[config.mk]
export PLATFORM = sky130hd
export DESIGN_NAME = content_type_sniffer_unit_flat
export DESIGN_NICKNAME = d
export VERILOG_FILES = /design/src/rtl/css_pkg.sv /design/src/rtl/css_ifc.sv /design/src/rtl/css_front.sv /design/src/rtl/css_queue.sv /design/src/rtl/css_back.sv /design/src/rtl/content_type_sniffer_unit.sv /design/src/flat_wrapper.sv
export VERILOG_INCLUDE_DIRS = /design/src /design/src/rtl
export SDC_FILE = /design/constraint.sdc
export NUM_CORES = 1
export LEC_CHECK = 0
export BUFFER_PORTS_ARGS = -buffer_cell sky130_fd_sc_hd__buf_2
export CORE_AREA = 10 10 264 165
export CTS_BUF_LIST = sky130_fd_sc_hd__clkbuf_8
export CTS_CLUSTER_SIZE = 30
export DETAILED_ROUTE_END_ITERATION = 16
export DIE_AREA = 0 0 274 175
export MAX_ROUTING_LAYER = met4
export SYNTH_ARGS = -nofsm -noshare
export SYNTH_HDL_FRONTEND = slang
export SYNTH_SLANG_ARGS = --single-unit
[constraint.sdc]
create_clock -name clk -period 4.3 [get_ports clk]
set_clock_uncertainty 0.15 [all_clocks]
set_input_delay 0.43 -clock clk [delete_from_list [all_inputs] [get_ports clk]]
set_output_delay 0.43 -clock clk [all_outputs]
set_load 0.01 [all_outputs]
[src/rtl/assert_macros.svh]
// Assertion helpers used by the css_queue module.
`ifndef ASSERT_MACROS_SVH
`define ASSERT_MACROS_SVH

// Check a property every clock outside reset.
`define CSS_ASSERT(lbl, prop, msg) \
  lbl: assert property (@(posedge clk) disable iff (!rst_n) (prop)) else $error(msg);

// Check an implication every clock outside reset.
`define CSS_ASSERT_IMP(lbl, ante, cons, msg) \
  lbl: assert property (@(posedge clk) disable iff (!rst_n) (ante) |=> (cons)) else $error(msg);

`endif

[src/rtl/css_pkg.sv]
// ----------------------------------------------------------------------------
// css_pkg: content type sniffer package
// Signature tables, type codes and the result item type.
// ----------------------------------------------------------------------------
`timescale 1ns / 1ps
`default_nettype none
package css_pkg;

  localparam int NExact = 13;
  localparam int NTag   = 18;

  localparam logic [4:0] TypeOctet = 5'd0;
  localparam logic [4:0] TypeText  = 5'd1;
  localparam logic [4:0] TypeWebp  = 5'd14;
  localparam logic [4:0] TypeWave  = 5'd15;
  localparam logic [4:0] TypeXml   = 5'd16;
  localparam logic [4:0] TypeHtml  = 5'd17;
  localparam logic [4:0] TypeMp4   = 5'd18;

  localparam logic [4:0] TagSat = 5'd31;

  localparam logic [7:0] EXACT_SIG [NExact][11] = '{
    '{8'h47,8'h49,8'h46,8'h38,8'h37,8'h61,8'h00,8'h00,8'h00,8'h00,8'h00},
    '{8'h47,8'h49,8'h46,8'h38,8'h39,8'h61,8'h00,8'h00,8'h00,8'h00,8'h00},
    '{8'h89,8'h50,8'h4e,8'h47,8'h0d,8'h0a,8'h1a,8'h0a,8'h00,8'h00,8'h00},
    '{8'hff,8'hd8,8'hff,8'h00,8'h00,8'h00,8'h00,8'h00,8'h00,8'h00,8'h00},
    '{8'h42,8'h4d,8'h00,8'h00,8'h00,8'h00,8'h00,8'h00,8'h00,8'h00,8'h00},
    '{8'h00,8'h00,8'h01,8'h00,8'h00,8'h00,8'h00,8'h00,8'h00,8'h00,8'h00},
    '{8'h4f,8'h67,8'h67,8'h53,8'h00,8'h00,8'h00,8'h00,8'h00,8'h00,8'h00},
    '{8'h1a,8'h45,8'hdf,8'ha3,8'h00,8'h00,8'h00,8'h00,8'h00,8'h00,8'h00},
    '{8'h52,8'h61,8'h72,8'h20,8'h1a,8'h07,8'h00,8'h00,8'h00,8'h00,8'h00},
    '{8'h50,8'h4b,8'h03,8'h04,8'h00,8'h00,8'h00,8'h00,8'h00,8'h00,8'h00},
    '{8'h1f,8'h8b,8'h08,8'h00,8'h00,8'h00,8'h00,8'h00,8'h00,8'h00,8'h00},
    '{8'h25,8'h21,8'h50,8'h53,8'h2d,8'h41,8'h64,8'h6f,8'h62,8'h65,8'h2d},
    '{8'h25,8'h50,8'h44,8'h46,8'h2d,8'h00,8'h00,8'h00,8'h00,8'h00,8'h00}
  };
  localparam logic [3:0] EXACT_LEN [NExact] =
    '{4'd6,4'd6,4'd8,4'd3,4'd2,4'd4,4'd5,4'd4,4'd7,4'd4,4'd3,4'd11,4'd5};
  localparam logic [4:0] EXACT_CODE [NExact] =
    '{5'd2,5'd2,5'd3,5'd4,5'd5,5'd6,5'd7,5'd8,5'd9,5'd10,5'd11,5'd12,5'd13};

  localparam logic [7:0] BOM_SIG [3][3] = '{
    '{8'hfe,8'hff,8'h00}, '{8'hff,8'hfe,8'h00}, '{8'hef,8'hbb,8'hbf}
  };
  localparam logic [1:0] BOM_LEN [3] = '{2'd2,2'd2,2'd3};

  localparam logic [7:0] RIFF_SIG [4] = '{8'h52,8'h49,8'h46,8'h46};
  localparam logic [7:0] WEBP_SIG [8] =
    '{8'h57,8'h45,8'h42,8'h50,8'h56,8'h50,8'h00,8'h00};
  localparam logic [7:0] WAVE_SIG [4] = '{8'h57,8'h41,8'h56,8'h45};
  localparam logic [7:0] FTYP_SIG [4] = '{8'h66,8'h74,8'h79,8'h70};

  // Tag zero is exact XML, the rest compare against upper-case folded bytes
  localparam logic [7:0] TAG_SIG [NTag][16] = '{
    '{"<","?","x","m","l",0,0,0,0,0,0,0,0,0,0,0},
    '{"<","!","D","O","C","T","Y","P","E"," ","H","T","M","L",0,0},
    '{"<","H","T","M","L",0,0,0,0,0,0,0,0,0,0,0},
    '{"<","H","E","A","D",0,0,0,0,0,0,0,0,0,0,0},
    '{"<","S","C","R","I","P","T",0,0,0,0,0,0,0,0,0},
    '{"<","I","F","R","A","M","E",0,0,0,0,0,0,0,0,0},
    '{"<","H","1",0,0,0,0,0,0,0,0,0,0,0,0,0},
    '{"<","D","I","V",0,0,0,0,0,0,0,0,0,0,0,0},
    '{"<","F","O","N","T",0,0,0,0,0,0,0,0,0,0,0},
    '{"<","T","A","B","L","E",0,0,0,0,0,0,0,0,0,0},
    '{"<","A",0,0,0,0,0,0,0,0,0,0,0,0,0,0},
    '{"<","S","T","Y","L","E",0,0,0,0,0,0,0,0,0,0},
    '{"<","T","I","T","L","E",0,0,0,0,0,0,0,0,0,0},
    '{"<","B",0,0,0,0,0,0,0,0,0,0,0,0,0,0},
    '{"<","B","O","D","Y",0,0,0,0,0,0,0,0,0,0,0},
    '{"<","B","R",0,0,0,0,0,0,0,0,0,0,0,0,0},
    '{"<","P",0,0,0,0,0,0,0,0,0,0,0,0,0,0},
    '{"<","!","-","-",0,0,0,0,0,0,0,0,0,0,0,0}
  };
  localparam logic [4:0] TAG_LEN [NTag] = '{5'd5,5'd14,5'd5,5'd5,5'd7,5'd7,5'd3,5'd4,
    5'd5,5'd6,5'd2,5'd6,5'd6,5'd2,5'd5,5'd3,5'd2,5'd4};

  typedef struct packed {
    logic [4:0] type_code;
    logic [9:0] bytes_examined;
  } result_t;

endpackage
`default_nettype wire

[src/rtl/css_ifc.sv]
// ----------------------------------------------------------------------------
// Sniffer channels
// Valid/ready channels for body bytes and for result items.
// ----------------------------------------------------------------------------
`timescale 1ns / 1ps
`default_nettype none
interface css_in_if;
  logic       valid;
  logic       ready;
  logic [7:0] data_byte;
  logic       last;
  modport source (output valid, output data_byte, output last, input ready);
  modport sink (input valid, input data_byte, input last, output ready);
endinterface

interface css_out_if;
  logic       valid;
  logic       ready;
  logic [4:0] type_code;
  logic [9:0] bytes_examined;
  modport source (output valid, output type_code, output bytes_examined, input ready);
  modport sink (input valid, input type_code, input bytes_examined, output ready);
endinterface
`default_nettype wire

[src/rtl/css_front.sv]
// ----------------------------------------------------------------------------
// css_front: byte classifier
// Updates signature match flags per byte and decides the type at the last byte.
// ----------------------------------------------------------------------------
`timescale 1ns / 1ps
`default_nettype none
module css_front #(
  parameter int WINDOW = 512
) (
  input  wire logic            clk,
  input  wire logic            rst_n,
  input  wire logic            cfg_wr_en,
  input  wire logic            cfg_wr_data,
  input  wire logic            acc,
  input  wire logic [7:0]      b,
  input  wire logic            last,
  output css_pkg::result_t     res,
  output logic                 push
);
  localparam int PW = $clog2(WINDOW + 1);

  logic          mode_r;
  logic [PW-1:0] pos_r, pos_nxt;
  logic          bin_r, bin_nxt;
  logic [12:0]   ex_r, ex_nxt;
  logic [2:0]    riff_r, riff_nxt, bom_r, bom_nxt;
  logic          lead_r, lead_nxt;
  logic [4:0]    toff_r, toff_nxt;
  logic [17:0]   tc_r, tc_nxt, th_r, th_nxt;
  logic [31:0]   box_r, box_nxt;
  logic [2:0]    bf_r, bf_nxt;
  logic          take;
  logic [7:0]    fb, tv;
  logic [2:0]    p8;
  logic [4:0]    code, sig;
  logic          bom_hit;
  logic [PW-1:0] len;

  assign take = acc && (pos_r < PW'(WINDOW));
  assign p8   = 3'(pos_r - PW'(8));
  assign fb   = (b >= 8'h61 && b <= 8'h7a) ? b - 8'd32 : b;

  // Next match state for this byte
  always_comb begin
    ex_nxt = ex_r; bom_nxt = bom_r; riff_nxt = riff_r; lead_nxt = lead_r;
    toff_nxt = toff_r; tc_nxt = tc_r; th_nxt = th_r; box_nxt = box_r;
    bf_nxt = bf_r; bin_nxt = bin_r; tv = 8'd0;
    for (int i = 0; i < css_pkg::NExact; i++) begin
      if (pos_r < PW'(css_pkg::EXACT_LEN[i]) && b != css_pkg::EXACT_SIG[i][pos_r[3:0]])
        ex_nxt[i] = 1'b0;
    end
    for (int i = 0; i < 3; i++) begin
      if (pos_r < PW'(css_pkg::BOM_LEN[i]) && b != css_pkg::BOM_SIG[i][pos_r[1:0]])
        bom_nxt[i] = 1'b0;
    end
    if (pos_r < PW'(4) && b != css_pkg::RIFF_SIG[pos_r[1:0]]) riff_nxt[0] = 1'b0;
    if (pos_r >= PW'(8) && pos_r < PW'(14) && b != css_pkg::WEBP_SIG[p8]) riff_nxt[1] = 1'b0;
    if (pos_r >= PW'(8) && pos_r < PW'(12) && b != css_pkg::WAVE_SIG[p8[1:0]])
      riff_nxt[2] = 1'b0;
    // Skip leading whitespace, then match tags
    if (!(lead_r && (b == 8'h09 || b == 8'h0a || b == 8'h0c || b == 8'h0d || b == 8'h20)))
    begin
      lead_nxt = 1'b0;
      for (int t = 0; t < css_pkg::NTag; t++) begin
        if (toff_r < css_pkg::TAG_LEN[t]) begin
          tv = (t == 0) ? b : fb;
          if (tv != css_pkg::TAG_SIG[t][toff_r[3:0]])
            tc_nxt[t] = 1'b0;
          else if (t == 0 && toff_r + 5'd1 == css_pkg::TAG_LEN[t] && tc_r[t])
            th_nxt[t] = 1'b1;
        end else if (toff_r == css_pkg::TAG_LEN[t] && t != 0) begin
          if (tc_r[t] && (b == 8'h20 || b == 8'h3e)) th_nxt[t] = 1'b1;
        end
      end
      if (toff_r < css_pkg::TagSat) toff_nxt = toff_r + 5'd1;
    end
    // Track the MP4 box header and brands
    if (pos_r < PW'(4)) begin
      box_nxt = {box_r[23:0], b};
    end else if (pos_r < PW'(8)) begin
      if (b != css_pkg::FTYP_SIG[pos_r[1:0]]) bf_nxt[0] = 1'b1;
    end else begin
      case (pos_r[1:0])
        2'd0: bf_nxt[1] = (pos_r == PW'(8) || (pos_r >= PW'(16) &&
                           33'(pos_r) + 33'd4 <= {1'b0, box_r})) && b == 8'h6d;
        2'd1: if (b != 8'h70) bf_nxt[1] = 1'b0;
        2'd2: begin
          if (bf_r[1] && b == 8'h34) bf_nxt[2] = 1'b1;
          bf_nxt[1] = 1'b0;
        end
        default: ;
      endcase
    end
    if (b <= 8'h1f && b != 8'h1b && b != 8'h0d && b != 8'h0c && b != 8'h0a && b != 8'h09)
      bin_nxt = 1'b1;
    if (!take) begin
      ex_nxt = ex_r; bom_nxt = bom_r; riff_nxt = riff_r; lead_nxt = lead_r;
      toff_nxt = toff_r; tc_nxt = tc_r; th_nxt = th_r; box_nxt = box_r;
      bf_nxt = bf_r; bin_nxt = bin_r;
    end
    pos_nxt = take ? pos_r + PW'(1) : pos_r;
  end

  // Decide the type from the state after this byte
  always_comb begin
    len = pos_nxt;
    sig = css_pkg::TypeOctet;
    bom_hit = 1'b0;
    for (int i = 0; i < 3; i++)
      if (bom_nxt[i] && len >= PW'(css_pkg::BOM_LEN[i])) bom_hit = 1'b1;
    if (len >= PW'(12) && riff_nxt[0] && riff_nxt[2]) sig = css_pkg::TypeWave;
    if (len >= PW'(14) && riff_nxt[0] && riff_nxt[1]) sig = css_pkg::TypeWebp;
    for (int i = css_pkg::NExact - 1; i >= 0; i--)
      if (ex_nxt[i] && len >= PW'(css_pkg::EXACT_LEN[i]) &&
          (!mode_r || i != css_pkg::NExact - 1))
        sig = css_pkg::EXACT_CODE[i];
    if (mode_r) begin
      code = (bom_hit || !bin_nxt) ? css_pkg::TypeText : sig;
    end else if (sig != css_pkg::TypeOctet) begin
      code = sig;
    end else if (bom_hit) begin
      code = css_pkg::TypeText;
    end else if (th_nxt[0]) begin
      code = css_pkg::TypeXml;
    end else if (|th_nxt[17:1]) begin
      code = css_pkg::TypeHtml;
    end else if (len >= PW'(12) && box_nxt != 32'd0 && box_nxt[1:0] == 2'd0 &&
                 box_nxt <= 32'(len) && !bf_nxt[0] && bf_nxt[2]) begin
      code = css_pkg::TypeMp4;
    end else begin
      code = bin_nxt ? css_pkg::TypeOctet : css_pkg::TypeText;
    end
  end

  assign push = acc && last;
  assign res  = '{type_code: code, bytes_examined: 10'(len)};

  // Hold mode; advance or clear the per-body state
  always_ff @(posedge clk) begin
    if (!rst_n) begin
      mode_r <= 1'b0;
    end else if (cfg_wr_en) begin
      mode_r <= cfg_wr_data;
    end
    if (!rst_n || push) begin
      pos_r <= '0; bin_r <= 1'b0; ex_r <= '1; riff_r <= '1; bom_r <= '1;
      lead_r <= 1'b1; toff_r <= '0; tc_r <= '1; th_r <= '0; box_r <= '0; bf_r <= '0;
    end else begin
      pos_r <= pos_nxt; bin_r <= bin_nxt; ex_r <= ex_nxt; riff_r <= riff_nxt;
      bom_r <= bom_nxt; lead_r <= lead_nxt; toff_r <= toff_nxt; tc_r <= tc_nxt;
      th_r <= th_nxt; box_r <= box_nxt; bf_r <= bf_nxt;
    end
  end
endmodule
`default_nettype wire

[src/rtl/css_queue.sv]
// ----------------------------------------------------------------------------
// css_queue: result queue
// Two-entry queue between the classifier and the output stage.
// ----------------------------------------------------------------------------
`timescale 1ns / 1ps
`default_nettype none
`include "assert_macros.svh"
module css_queue (
  input  wire logic              clk,
  input  wire logic              rst_n,
  input  wire logic              push,
  input  css_pkg::result_t       wdata,
  input  wire logic              pop,
  output css_pkg::result_t       rdata,
  output logic                   full,
  output logic                   empty
);
  css_pkg::result_t mem_r [2];
  logic       wp_r, rp_r;
  logic [1:0] cnt_r;

  assign full  = cnt_r == 2'd2;
  assign empty = cnt_r == 2'd0;
  assign rdata = mem_r[rp_r];

  // Store the item at the write pointer
  always_ff @(posedge clk) begin
    if (push) mem_r[wp_r] <= wdata;
  end

  // Advance pointers and count
  always_ff @(posedge clk) begin
    if (!rst_n) begin
      wp_r <= 1'b0; rp_r <= 1'b0; cnt_r <= 2'd0;
    end else begin
      if (push) wp_r <= !wp_r;
      if (pop) rp_r <= !rp_r;
      cnt_r <= cnt_r + 2'(push) - 2'(pop);
    end
  end

  `CSS_ASSERT(a_no_overflow, !(push && full && !pop), "push into full queue")
  `CSS_ASSERT(a_no_underflow, !(pop && empty), "pop from empty queue")
  `CSS_ASSERT(a_cnt_range, cnt_r != 2'd3, "queue count out of range")
  `CSS_ASSERT_IMP(a_cnt_up, push && !pop, cnt_r == $past(cnt_r) + 2'd1, "count did not rise")
endmodule
`default_nettype wire

[src/rtl/css_back.sv]
// ----------------------------------------------------------------------------
// css_back: output stage
// Registers result items toward the result channel.
// ----------------------------------------------------------------------------
`timescale 1ns / 1ps
`default_nettype none
module css_back (
  input  wire logic          clk,
  input  wire logic          rst_n,
  input  wire logic          empty,
  input  css_pkg::result_t   rdata,
  output logic               pop,
  css_out_if.source          out_ch
);
  logic             vld_r;
  css_pkg::result_t dat_r;

  assign pop = !empty && (!vld_r || out_ch.ready);
  assign out_ch.valid          = vld_r;
  assign out_ch.type_code      = dat_r.type_code;
  assign out_ch.bytes_examined = dat_r.bytes_examined;

  // Load the next item when the register frees up
  always_ff @(posedge clk) begin
    if (!rst_n) begin
      vld_r <= 1'b0;
    end else if (pop) begin
      vld_r <= 1'b1;
    end else if (out_ch.ready) begin
      vld_r <= 1'b0;
    end
    if (pop) dat_r <= rdata;
  end
endmodule
`default_nettype wire

[src/rtl/content_type_sniffer_unit.sv]
// Result path: the last byte of a body writes its result into the result queue,
// and the result then moves into the output register that drives out_ch.valid.
// Throughput: one body byte per cycle; a stalled output only blocks input
// once the two-entry result queue and the output register are full.
// Reset: synchronous active-low rst_n clears the body state, the queue,
// and the mode register (unknown-type sniffing).
// ----------------------------------------------------------------------------
// content_type_sniffer_unit: streaming content type sniffer
// Classifies a byte stream and emits one type code per body.
// ----------------------------------------------------------------------------
`timescale 1ns / 1ps
`default_nettype none
module content_type_sniffer_unit #(
  parameter int WINDOW = 512
) (
  input  wire logic clk,
  input  wire logic rst_n,
  input  wire logic cfg_wr_en,
  input  wire logic cfg_wr_data,
  css_in_if.sink    in_ch,
  css_out_if.source out_ch
);
  css_pkg::result_t res, rdata;
  logic push, pop, full, empty, acc;

  // Accept bytes whenever the queue has room
  assign in_ch.ready = !full;
  assign acc = in_ch.valid && !full;

  css_front #(.WINDOW(WINDOW)) u_front (
    .clk(clk), .rst_n(rst_n), .cfg_wr_en(cfg_wr_en), .cfg_wr_data(cfg_wr_data),
    .acc(acc), .b(in_ch.data_byte), .last(in_ch.last), .res(res), .push(push)
  );

  css_queue u_queue (
    .clk(clk), .rst_n(rst_n), .push(push), .wdata(res), .pop(pop),
    .rdata(rdata), .full(full), .empty(empty)
  );

  css_back u_back (
    .clk(clk), .rst_n(rst_n), .empty(empty), .rdata(rdata), .pop(pop), .out_ch(out_ch)
  );
endmodule
`default_nettype wire
[src/flat_wrapper.sv]
// flat-port wrapper written by rule: the top's interface ports become plain ports
module content_type_sniffer_unit_flat 
#(
  parameter int WINDOW = 512
)
  (clk, rst_n, cfg_wr_en, cfg_wr_data, in_ch_valid, in_ch_data_byte, in_ch_last, in_ch_ready, out_ch_valid, out_ch_type_code, out_ch_bytes_examined, out_ch_ready);
  css_in_if in_ch_i ();
  css_out_if out_ch_i ();
  input  wire logic clk;
  input  wire logic rst_n;
  input  wire logic cfg_wr_en;
  input  wire logic cfg_wr_data;
  input wire logic [$bits(in_ch_i.valid)-1:0] in_ch_valid;
  input wire logic [$bits(in_ch_i.data_byte)-1:0] in_ch_data_byte;
  input wire logic [$bits(in_ch_i.last)-1:0] in_ch_last;
  output wire logic [$bits(in_ch_i.ready)-1:0] in_ch_ready;
  output wire logic [$bits(out_ch_i.valid)-1:0] out_ch_valid;
  output wire logic [$bits(out_ch_i.type_code)-1:0] out_ch_type_code;
  output wire logic [$bits(out_ch_i.bytes_examined)-1:0] out_ch_bytes_examined;
  input wire logic [$bits(out_ch_i.ready)-1:0] out_ch_ready;
  assign in_ch_i.valid = in_ch_valid;
  assign in_ch_i.data_byte = in_ch_data_byte;
  assign in_ch_i.last = in_ch_last;
  assign in_ch_ready = in_ch_i.ready;
  assign out_ch_valid = out_ch_i.valid;
  assign out_ch_type_code = out_ch_i.type_code;
  assign out_ch_bytes_examined = out_ch_i.bytes_examined;
  assign out_ch_i.ready = out_ch_ready;
  content_type_sniffer_unit #(.WINDOW(WINDOW)) u_core (.clk(clk), .rst_n(rst_n), .cfg_wr_en(cfg_wr_en), .cfg_wr_data(cfg_wr_data), .in_ch(in_ch_i), .out_ch(out_ch_i));
endmodule
== Yosys cells after proc, flatten, opt, wreduce, memory -nomap -nowiden ==
Memory sizes are Yosys's and may differ from the RTL's. A register that Yosys moved wholly into a read port is not among the register bits.
Index checks and enable logic that the tools add are counted.
Cells by class
  $add $sub $neg: 7
  magnitude comparators: 41
  equality and inequality tests: 65
  muxes and demuxes: 205
  bitwise operators: 8
  reductions and logical operators: 126
Operator list (count)
  2-to-1 mux 8 bit: 77
  != test 8 bit: 38
  2-to-1 mux 5 bit: 21
  binary-select mux 8 bit (select 2 bit): 6
  2-to-1 mux 1 bit: 88
  logical AND 1 bit: 79
  AND reduction 4 bit: 18
  2-to-1 mux 32 bit: 2
  >= comparator 10 x 4 -> 1 bit, second input constant: 5
  >= comparator 10 x 3 -> 1 bit, second input constant: 4
  < comparator 10 x 3 -> 1 bit, second input constant: 4
  < comparator 10 x 4 -> 1 bit, second input constant: 4
  2-to-1 mux 18 bit: 2
  equality test 8 x 4 -> 1 bit, second input constant: 4
  less-or-equal comparator 11 x 32 -> 1 bit: 1
  less-or-equal comparator 32 x 10 -> 1 bit: 1
  != test 8 x 4 -> 1 bit, second input constant: 4
  nonzero test 32 bit: 1
  equality test 5 x 3 -> 1 bit, second input constant: 5
  equality test 8 x 6 -> 1 bit, second input constant: 3
  >= comparator 10 x 2 -> 1 bit, second input constant: 2
  < comparator 10 x 2 -> 1 bit, second input constant: 2
  < comparator 5 x 3 -> 1 bit, second input constant: 4
  OR reduction 17 bit: 1
  46 further kinds: 76
Word-level totals
  register bits after elaboration: 113
  bits in writable memories: 30
  ROM bits: 4032
  output and inout bits: 17
  memories: 33
Memories
  (name not given): words 16, width 8, read ports 1, clocked after Yosys merged registers in 0, wr ports 0, line css_front.sv:67  | if (tv != css_pkg::TAG_SIG[t][toff_r[3:0]])
  (name not given): words 16, width 8, read ports 1, clocked after Yosys merged registers in 0, wr ports 0, line css_front.sv:67
  (name not given): words 16, width 8, read ports 1, clocked after Yosys merged registers in 0, wr ports 0, line css_front.sv:67
  (name not given): words 16, width 8, read ports 1, clocked after Yosys merged registers in 0, wr ports 0, line css_front.sv:67
  (name not given): words 16, width 8, read ports 1, clocked after Yosys merged registers in 0, wr ports 0, line css_front.sv:67
  (name not given): words 16, width 8, read ports 1, clocked after Yosys merged registers in 0, wr ports 0, line css_front.sv:67
  +27 memories

== Longest topological paths before layout ==
Gate-level depths: netlist of run 1.
  depth after elaboration: 29
  mapped depth: 20
  depth with buffers taken out: 16

== Modules after synthesis ==
Synthesis of run 1 repeated with hierarchy kept, for this count alone.
Second synthesis, totals
  cells, all modules: 1466
  area total of the unflattened synthesis: 11706.2 µm²
Modules (own cells, without submodules)
  css_front: instances 1, cells an instance 1377, area each 9838.2 µm²
  css_queue: instances 1, cells an instance 68, area each 1363.8 µm²
  css_back: instances 1, cells an instance 19, area each 494.2 µm²
  content_type_sniffer_unit: instances 1, cells an instance 2, area each 10.0 µm²

== Worst setup path after synthesis of run 1 ==
OpenSTA, ideal clock, no wires.
  kind: reg2reg
  start: register u_core.u_front.pos_r[2]
  end: memory u_core.u_queue.mem_r[0][10] in the netlist's numbering, data pin
  library setup time: 0.275 ns
  arrival time: 3.393 ns
  data required time: 3.875 ns
  path slack: 0.483 ns
  cell stages (with the launch flop): 20
  path buffers: 4
  period minus slack after synthesis: 3.817 ns
  cells stage by stage: dfxtp_1 -> buf_6 -> buf_2 -> buf_2 -> inv_1 -> ha_1 -> inv_1 -> nor2_1 -> clkbuf_1 -> o21ai_0 -> ha_1 -> o21ai_0 -> a21oi_1 -> o31ai_1 -> a21oi_1 -> o31ai_1 -> and3_1 -> o221ai_1 -> nand3_1 -> o311ai_1
RTL lines
  start, declared: line css_front.sv:23  | logic [PW-1:0] pos_r, pos_nxt;
  start signal, assigned: line css_front.sv:149  | pos_r <= pos_nxt; bin_r <= bin_nxt; ex_r <= ex_nxt; riff_r <= riff_nxt;
  end, declared: line css_queue.sv:18  | css_pkg::result_t mem_r [2];

==> results of run 1 <==
## stage by stage
stage               setup slack (ns)  util [%]  std cells  instance area, µm²  hold slack [ns]
finish                         0.352      33.2       1995               12800           0.0624
global route                  0.0532      33.2       1995               12800           0.0735
CTS                            0.192      33.2       1994               12800           0.0176
detailed placement             0.229      32.1       1962               12400            0.286
global placement               0.294      32.1       1962               12400            0.284
floorplan                      0.483         -       1444               11500            0.273
## worst reg2reg max path, cell delays in order (launching register included)
cell      delay, ns
dfxtp_1        0.40
inv_1          0.36
ha_1           0.39
buf_4          0.28
nor4bb_1       0.32
a31oi_1        0.08
o32a_1         0.21
o41a_1         0.48
a21oi_1        0.25
o21ai_0        0.18
nand3_1        0.13
o211ai_1       0.12
o311ai_1       0.38
## routing by layer
layer	routed length [µm]	GRT usage, %	share of wire, %	vias to the layer above
met5	0	-	0	-
met4	471	3.47	1.1	0
met3	5100	5.99	12	40
met2	16200	22.0	38	612
met1	20900	26.8	49	5502
li1	-	-	-	5252
## power breakdown
group	switching (mW)	internal [mW]	leakage [nW]	total [mW]
registers	0.113	1.73	1.34	1.84
clock network	0.638	0.537	0.206	1.18
logic	1.17	0.687	3.20	1.86
total	1.92	2.95	4.75	4.87
## state kept, by name, summed over array words and instances, names as in the netlist, 5 cells and up
register,cells
u_core.u_front.toff_r,5
u_core.u_front.ex_r,13
u_core.u_front.pos_r,10
u_core.u_front.tc_r,18
u_core.u_front.box_r,32
u_core.u_back.out_ch.bytes_examined,10
u_core.u_back.out_ch.type_code,5
u_core.u_front.th_r,18
u_core.u_queue.mem_r,30
## synthesized netlist by cell type (15+ instances only)
library cell  number  share of area, %
nor2_1           137               4.5
inv_1             51               1.7
nand2b_1          17              0.92
clkbuf_1          56               1.8
a21oi_1           95               4.1
mux2_2            15               1.5
nor4_1            24               1.3
xor2_1            31               2.4
a31oi_1           35               1.9
xnor2_1           73               5.6
edfxtp_1          45                12
dfxtp_1          113                20
nand4_1           27               1.5
nor3_1            48               2.1
and2_1            21               1.1
nand2_1          162               5.3
nand3_1           37               1.6
o21ai_0           81               3.5
buf_2             40               1.7
ha_1              47               5.1
## how the worst min path moves through the flow
stage | start | endpoint
2_1_floorplan | u_core.u_front.lead_r | u_core.u_front.lead_r
3_3_place_gp | u_core.u_front.lead_r | u_core.u_front.lead_r
3_5_place_dp | u_core.u_front.lead_r | u_core.u_front.lead_r
4_1_cts | cfg_wr_data | u_core.u_front.mode_r
5_1_grt | cfg_wr_data | u_core.u_front.mode_r
6_report | cfg_wr_data | u_core.u_front.mode_r
## area by class of cell
cell class / instances / area (µm²)
inverters: 57 / 214
well taps: 522 / 653
multi-input cells: 1112 / 7150
repair buffers: 113 / 783
clock inverters: 15 / 180
fillers: 4067 / 25800
flip-flops and latches: 158 / 3620
clock buffers: 17 / 234
diodes: 1 / 2.50
## cells by family after synthesis
logic type | count (synthesis)
buf+inv | 174
mux | 27
compound gates | 362
simple gates | 571
fa+ha+maj | 47
flops | 158
xor+xnor | 105
==> flow_summary.yaml, run 1 <==
status:
  status: "finished, final reports clean"
setup_path:
  start_kind: "flip-flop"
  cp-endpoint: "u_core.u_queue.mem_r[0][10]"
  cp_top_family: "compound AO/OA/AOI/OAI gates"
  path_class: "flip-flop to flip-flop"
  worstSetupPathDepth: 12
  cp_num_buf_inv: 2
  worst_r2r_startpoint: "u_core.u_front.pos_r[1]"
  cp-end-kind: "flip-flop"
  rr_worst_depth: 12
  crit_slowest_cell: "o41a_1"
  critPathMaxStageDelay_ns: 0.48
  rr_endpoint: "u_core.u_queue.mem_r[0][10]"
  r2r_slack_ns: 0.35
  critPathLaunch: "u_core.u_front.pos_r[1]"
  cp_max_fo: 12
  cp.required_ns: 4.42
  crit_arrival_ns: 4.07
  cp_cell_sequence: "inv_1, ha_1, buf_4, nor4bb_1, a31oi_1, o32a_1, o41a_1, a21oi_1, o21ai_0, nand3_1, o211ai_1, o311ai_1"
synth:
  synth_top_family_by_area: "simple AND/OR/NAND/NOR gates"
  netlist_area_um2: 11500
  yosys.area_share.simple_pct: 25.3
  ys.flop_type: "dfxtp_1"
  synth_cell_types: 100
  synth_nets: 1506
  synth.ff_latch_count: 158
  synthAdderAreaFrac_pct: 5.11
  synthMuxAreaShare_pct: 2.62
  synth-compound-area-share_pct: 20.8
  syn_inst: 1444
  synth-edff-count: 45
  async_reset_ff_share_pct: 0
  ys_warn_count: 0
  synth-seq-area-share_pct: 31.4
  synth_xor_area_share_pct: 8.16
  avgSynthCellArea_um2: 7.96
global_routing:
  grt_usage_pct: 17.8
  grt_max_degree: 54
  antenna_found_initial: 1
  grt.overflow.total: 0
  grt_pass1_wl_um: 64800
  grt_pass1_vias: 10257
power_and_ir_drop:
  p_per_area_nw_per_um2: 380
  total_power_mw: 4.87
  ir_drop_mv: 0.186
  p_leak_nw: 4.75
timing:
  final_max_slew_viol_count: 0
  setup_viol: 0
  rsz0062_at_grt: "no"
  finalCritPeriodShare_pct: 91.8
  hold_violations: 0
  tightestPinTransition_ns: 1.04
  min_period_ns: 3.95
  max_slew_margin_pct: 30.6
  tns_ns: 0
  clock.fmax_mhz: 253
die:
  io_pins: 32
  start_util_pct: 29.8
  die_w_um: 274
  die_h_um: 175
  core_area_um2: 38600
  fp-row-count: 56
  die_area_um2: 48000
finish:
  final_cell_mix: "nand2_1, nor2_1, dfxtp_1"
  area_growth_pct: 11.6
  final_common_cell: "nand2_1"
  drive_gt1_share_pct: 13.6
  final_nets: 1521
placement:
  io_buffers: 31
  routabilityCongestion: 1.04
  dp_hpwl_um: 32200
worst_hold_path:
  hold_depth: 3
  worstHoldPathType: "input pin to flip-flop"
cts:
  cts-resized-gates: 0
  clkSinkCount: 158
  clock_latency_ns: 0.49
  clockBufferDepth: 2
  hold_buffers: 0
  tritoncts: "built"
  cts_setup_buffers: 0
  numCtsBuffers: 17
  htreeDepth: 4
  path_clk_slew_ns: 0.11
  clockRootBuffer: "clkbuf_8"
drt:
  wl_um: 42600
  wl_per_cell_um: 21.4
  vias: 11406
  first_pass_iters: 5
  drtIter0Drc: 1419
  route.detailed.drc: 0
  viasPerCell: 5.72
  ant_nets: 0
job:
  drv_cap: 0
Note: power is estimated with default switching activity, not from simulation.
==> run 2, diff against run 1 <==
- BUFFER_PORTS_ARGS: -buffer_cell sky130_fd_sc_hd__buf_2 -> -buffer_cell sky130_fd_sc_hd__buf_4
==> run 2 against run 1 <==
Compared with the run above:
- core utilization decreased by 0.14 points
- non-clock buffer count is 14 lower
- largest power group unchanged
- sequential power barely moved
- worst hold slack gained 0.036 ns
- critical path depth unchanged
- clock power shrank 5%
- sequential share of layout area grew 0.096 points
- routed wire length grew 0.69%
- fmax is 3.8% lower
- first-iteration DRC count up 6.3%
- sequential cell count did not move
==> flow_summary.yaml, run 2 (synthesis results as in run 1) <==
cts:
  clkSinkCount: 158
  clockRootBuffer: "clkbuf_8"
  path_clk_slew_ns: 0.09
  tritoncts: "built"
  hold_buffers: 0
  numCtsBuffers: 17
  cts_setup_buffers: 0
  htreeDepth: 4
  clock_latency_ns: 0.48
  clockBufferDepth: 2
global_routing:
  antenna_found_initial: 3
  grt_pass1_wl_um: 64700
  grt.overflow.total: 0
  grt_max_degree: 63
  grt_usage_pct: 17.9
  grt_pass1_vias: 10338
drt:
  drtIter0Drc: 1508
  wl_um: 42900
  route.detailed.drc: 0
  ant_nets: 0
  viasPerCell: 5.69
  first_pass_iters: 5
  vias: 11280
  wl_per_cell_um: 21.6
power_and_ir_drop:
  total_power_mw: 4.84
  ir_drop_mv: 0.184
  p_leak_nw: 4.70
  p_per_area_nw_per_um2: 379
die:
  die_area_um2: 48000
  die_w_um: 274
  start_util_pct: 29.8
  fp-row-count: 56
  io_pins: 32
  die_h_um: 175
  core_area_um2: 38600
finish:
  final_nets: 1507
  final_util_pct: 33.1
  multi_input_area_um2: 7150
  regMostFlops: "u_core.u_front.box_r"
  area_growth_pct: 11.2
  largest_reg_flops: 32
  instances_no_fill: 1983
  register_area_um2: 3610
  final_cell_mix: "nand2_1, nor2_1, dfxtp_1"
  drive_gt1_share_pct: 12.5
  fillCellCount: 4057
  final_common_cell: "nand2_1"
  reg_top3: "u_core.u_front.box_r: 32 flops, u_core.u_queue.mem_r: 30 flops"
setup_path:
  cp.required_ns: 4.35
  cp_max_fo: 14
  path_class: "flip-flop to flip-flop"
  cp-end-kind: "flip-flop"
  crit_arrival_ns: 4.15
  r2r_slack_ns: 0.20
  start_kind: "flip-flop"
status:
  status: "finished, final reports clean"
placement:
  routabilityCongestion: 1.02
  dp_hpwl_um: 32200
  dp.cells: 1948
  io_buffers: 31
timing:
  finalCritPeriodShare_pct: 95.4
  tightestPinTransition_ns: 1.17
  tns_ns: 0
  hold_violations: 0
  clock.fmax_mhz: 244
  min_period_ns: 4.10
  max_slew_margin_pct: 19.9
  rsz0062_at_grt: "no"
  holdWs_ns: 0.0985
  setup_viol: 0
  final_max_slew_viol_count: 0
job:
  drv_cap: 0
worst_hold_path:
  worstHoldPathType: "input pin to flip-flop"
run 2: cell count changes in the layout (fill, tap and decap cells not counted), moves of 2 or more:
cell     delta
buf_2      -31
buf_4      +17
dfxtp_1     +2
dfxtp_2     -2
diode_2     +3
inv_1       +2
inv_4       +3
inv_6       -2
inv_8       -2
run 2: final cells by class:
class / count / share of cell area, %
tap: 522 / 5.11
clock buffer: 18 / 1.94
sequential: 158 / 28.3
antenna: 4 / 0.0783
timing repair buffer: 99 / 5.91
multi-input combinational: 1112 / 55.9
clock inverter: 13 / 1.08
inverter: 57 / 1.67
run 2: timing repair:
item,4_1_cts,5_1_grt
resized for setup,0,3
endpoints found under the hold margin,0,0
setup endpoints to repair,0,8
run 2: where the power goes:
| part | switching (mW) | leakage (nW) | total, mW | internal (mW) |
|---|---|---|---|---|
| registers | 0.115 | 1.34 | 1.84 | 1.73 |
| logic | 1.17 | 3.16 | 1.87 | 0.705 |
| clock network | 0.593 | 0.204 | 1.12 | 0.531 |
run 2: worst paths after layout:
check,startpoint,to,cells past startpoint
worst max-delay path,u_core.u_front.pos_r[0],u_core.u_queue.mem_r[1][10],12
worst min-delay path,rst_n,u_core.u_back.out_ch.valid,2
worst max register to register,u_core.u_front.pos_r[0],u_core.u_queue.mem_r[1][10],12
worst min register to register,u_core.u_front.lead_r,u_core.u_front.lead_r,2
run 2: worst max-delay path, cell delays in order (launching register included):
cell and delay (ns):
dfxtp_1 0.66, inv_2 0.27, ha_1 0.37, buf_4 0.21, xnor2_1 0.17, a2111oi_0 0.44, a31oi_1 0.14, o31a_1 0.35
a21o_1 0.19, a31oi_1 0.24, o221ai_1 0.16, a21oi_1 0.30, o311ai_1 0.16
run 2: routing by layer:
layer / up-vias / part of all wire, % / GRT usage [%]
li1: 5219 / - / -
met1: 5377 / 48 / 26.2
met4: 0 / 1.6 / 4.59
met2: 634 / 37 / 21.4
met3: 50 / 14 / 7.53
met5: - / 0 / -
run 2: through the flow:
step                area [µm²]  worst slack, ns
finish                   12800            0.196
global route             12800           0.0333
CTS                      12800            0.219
detailed placement       12400            0.217
global placement         12400            0.271
floorplan                11500            0.483
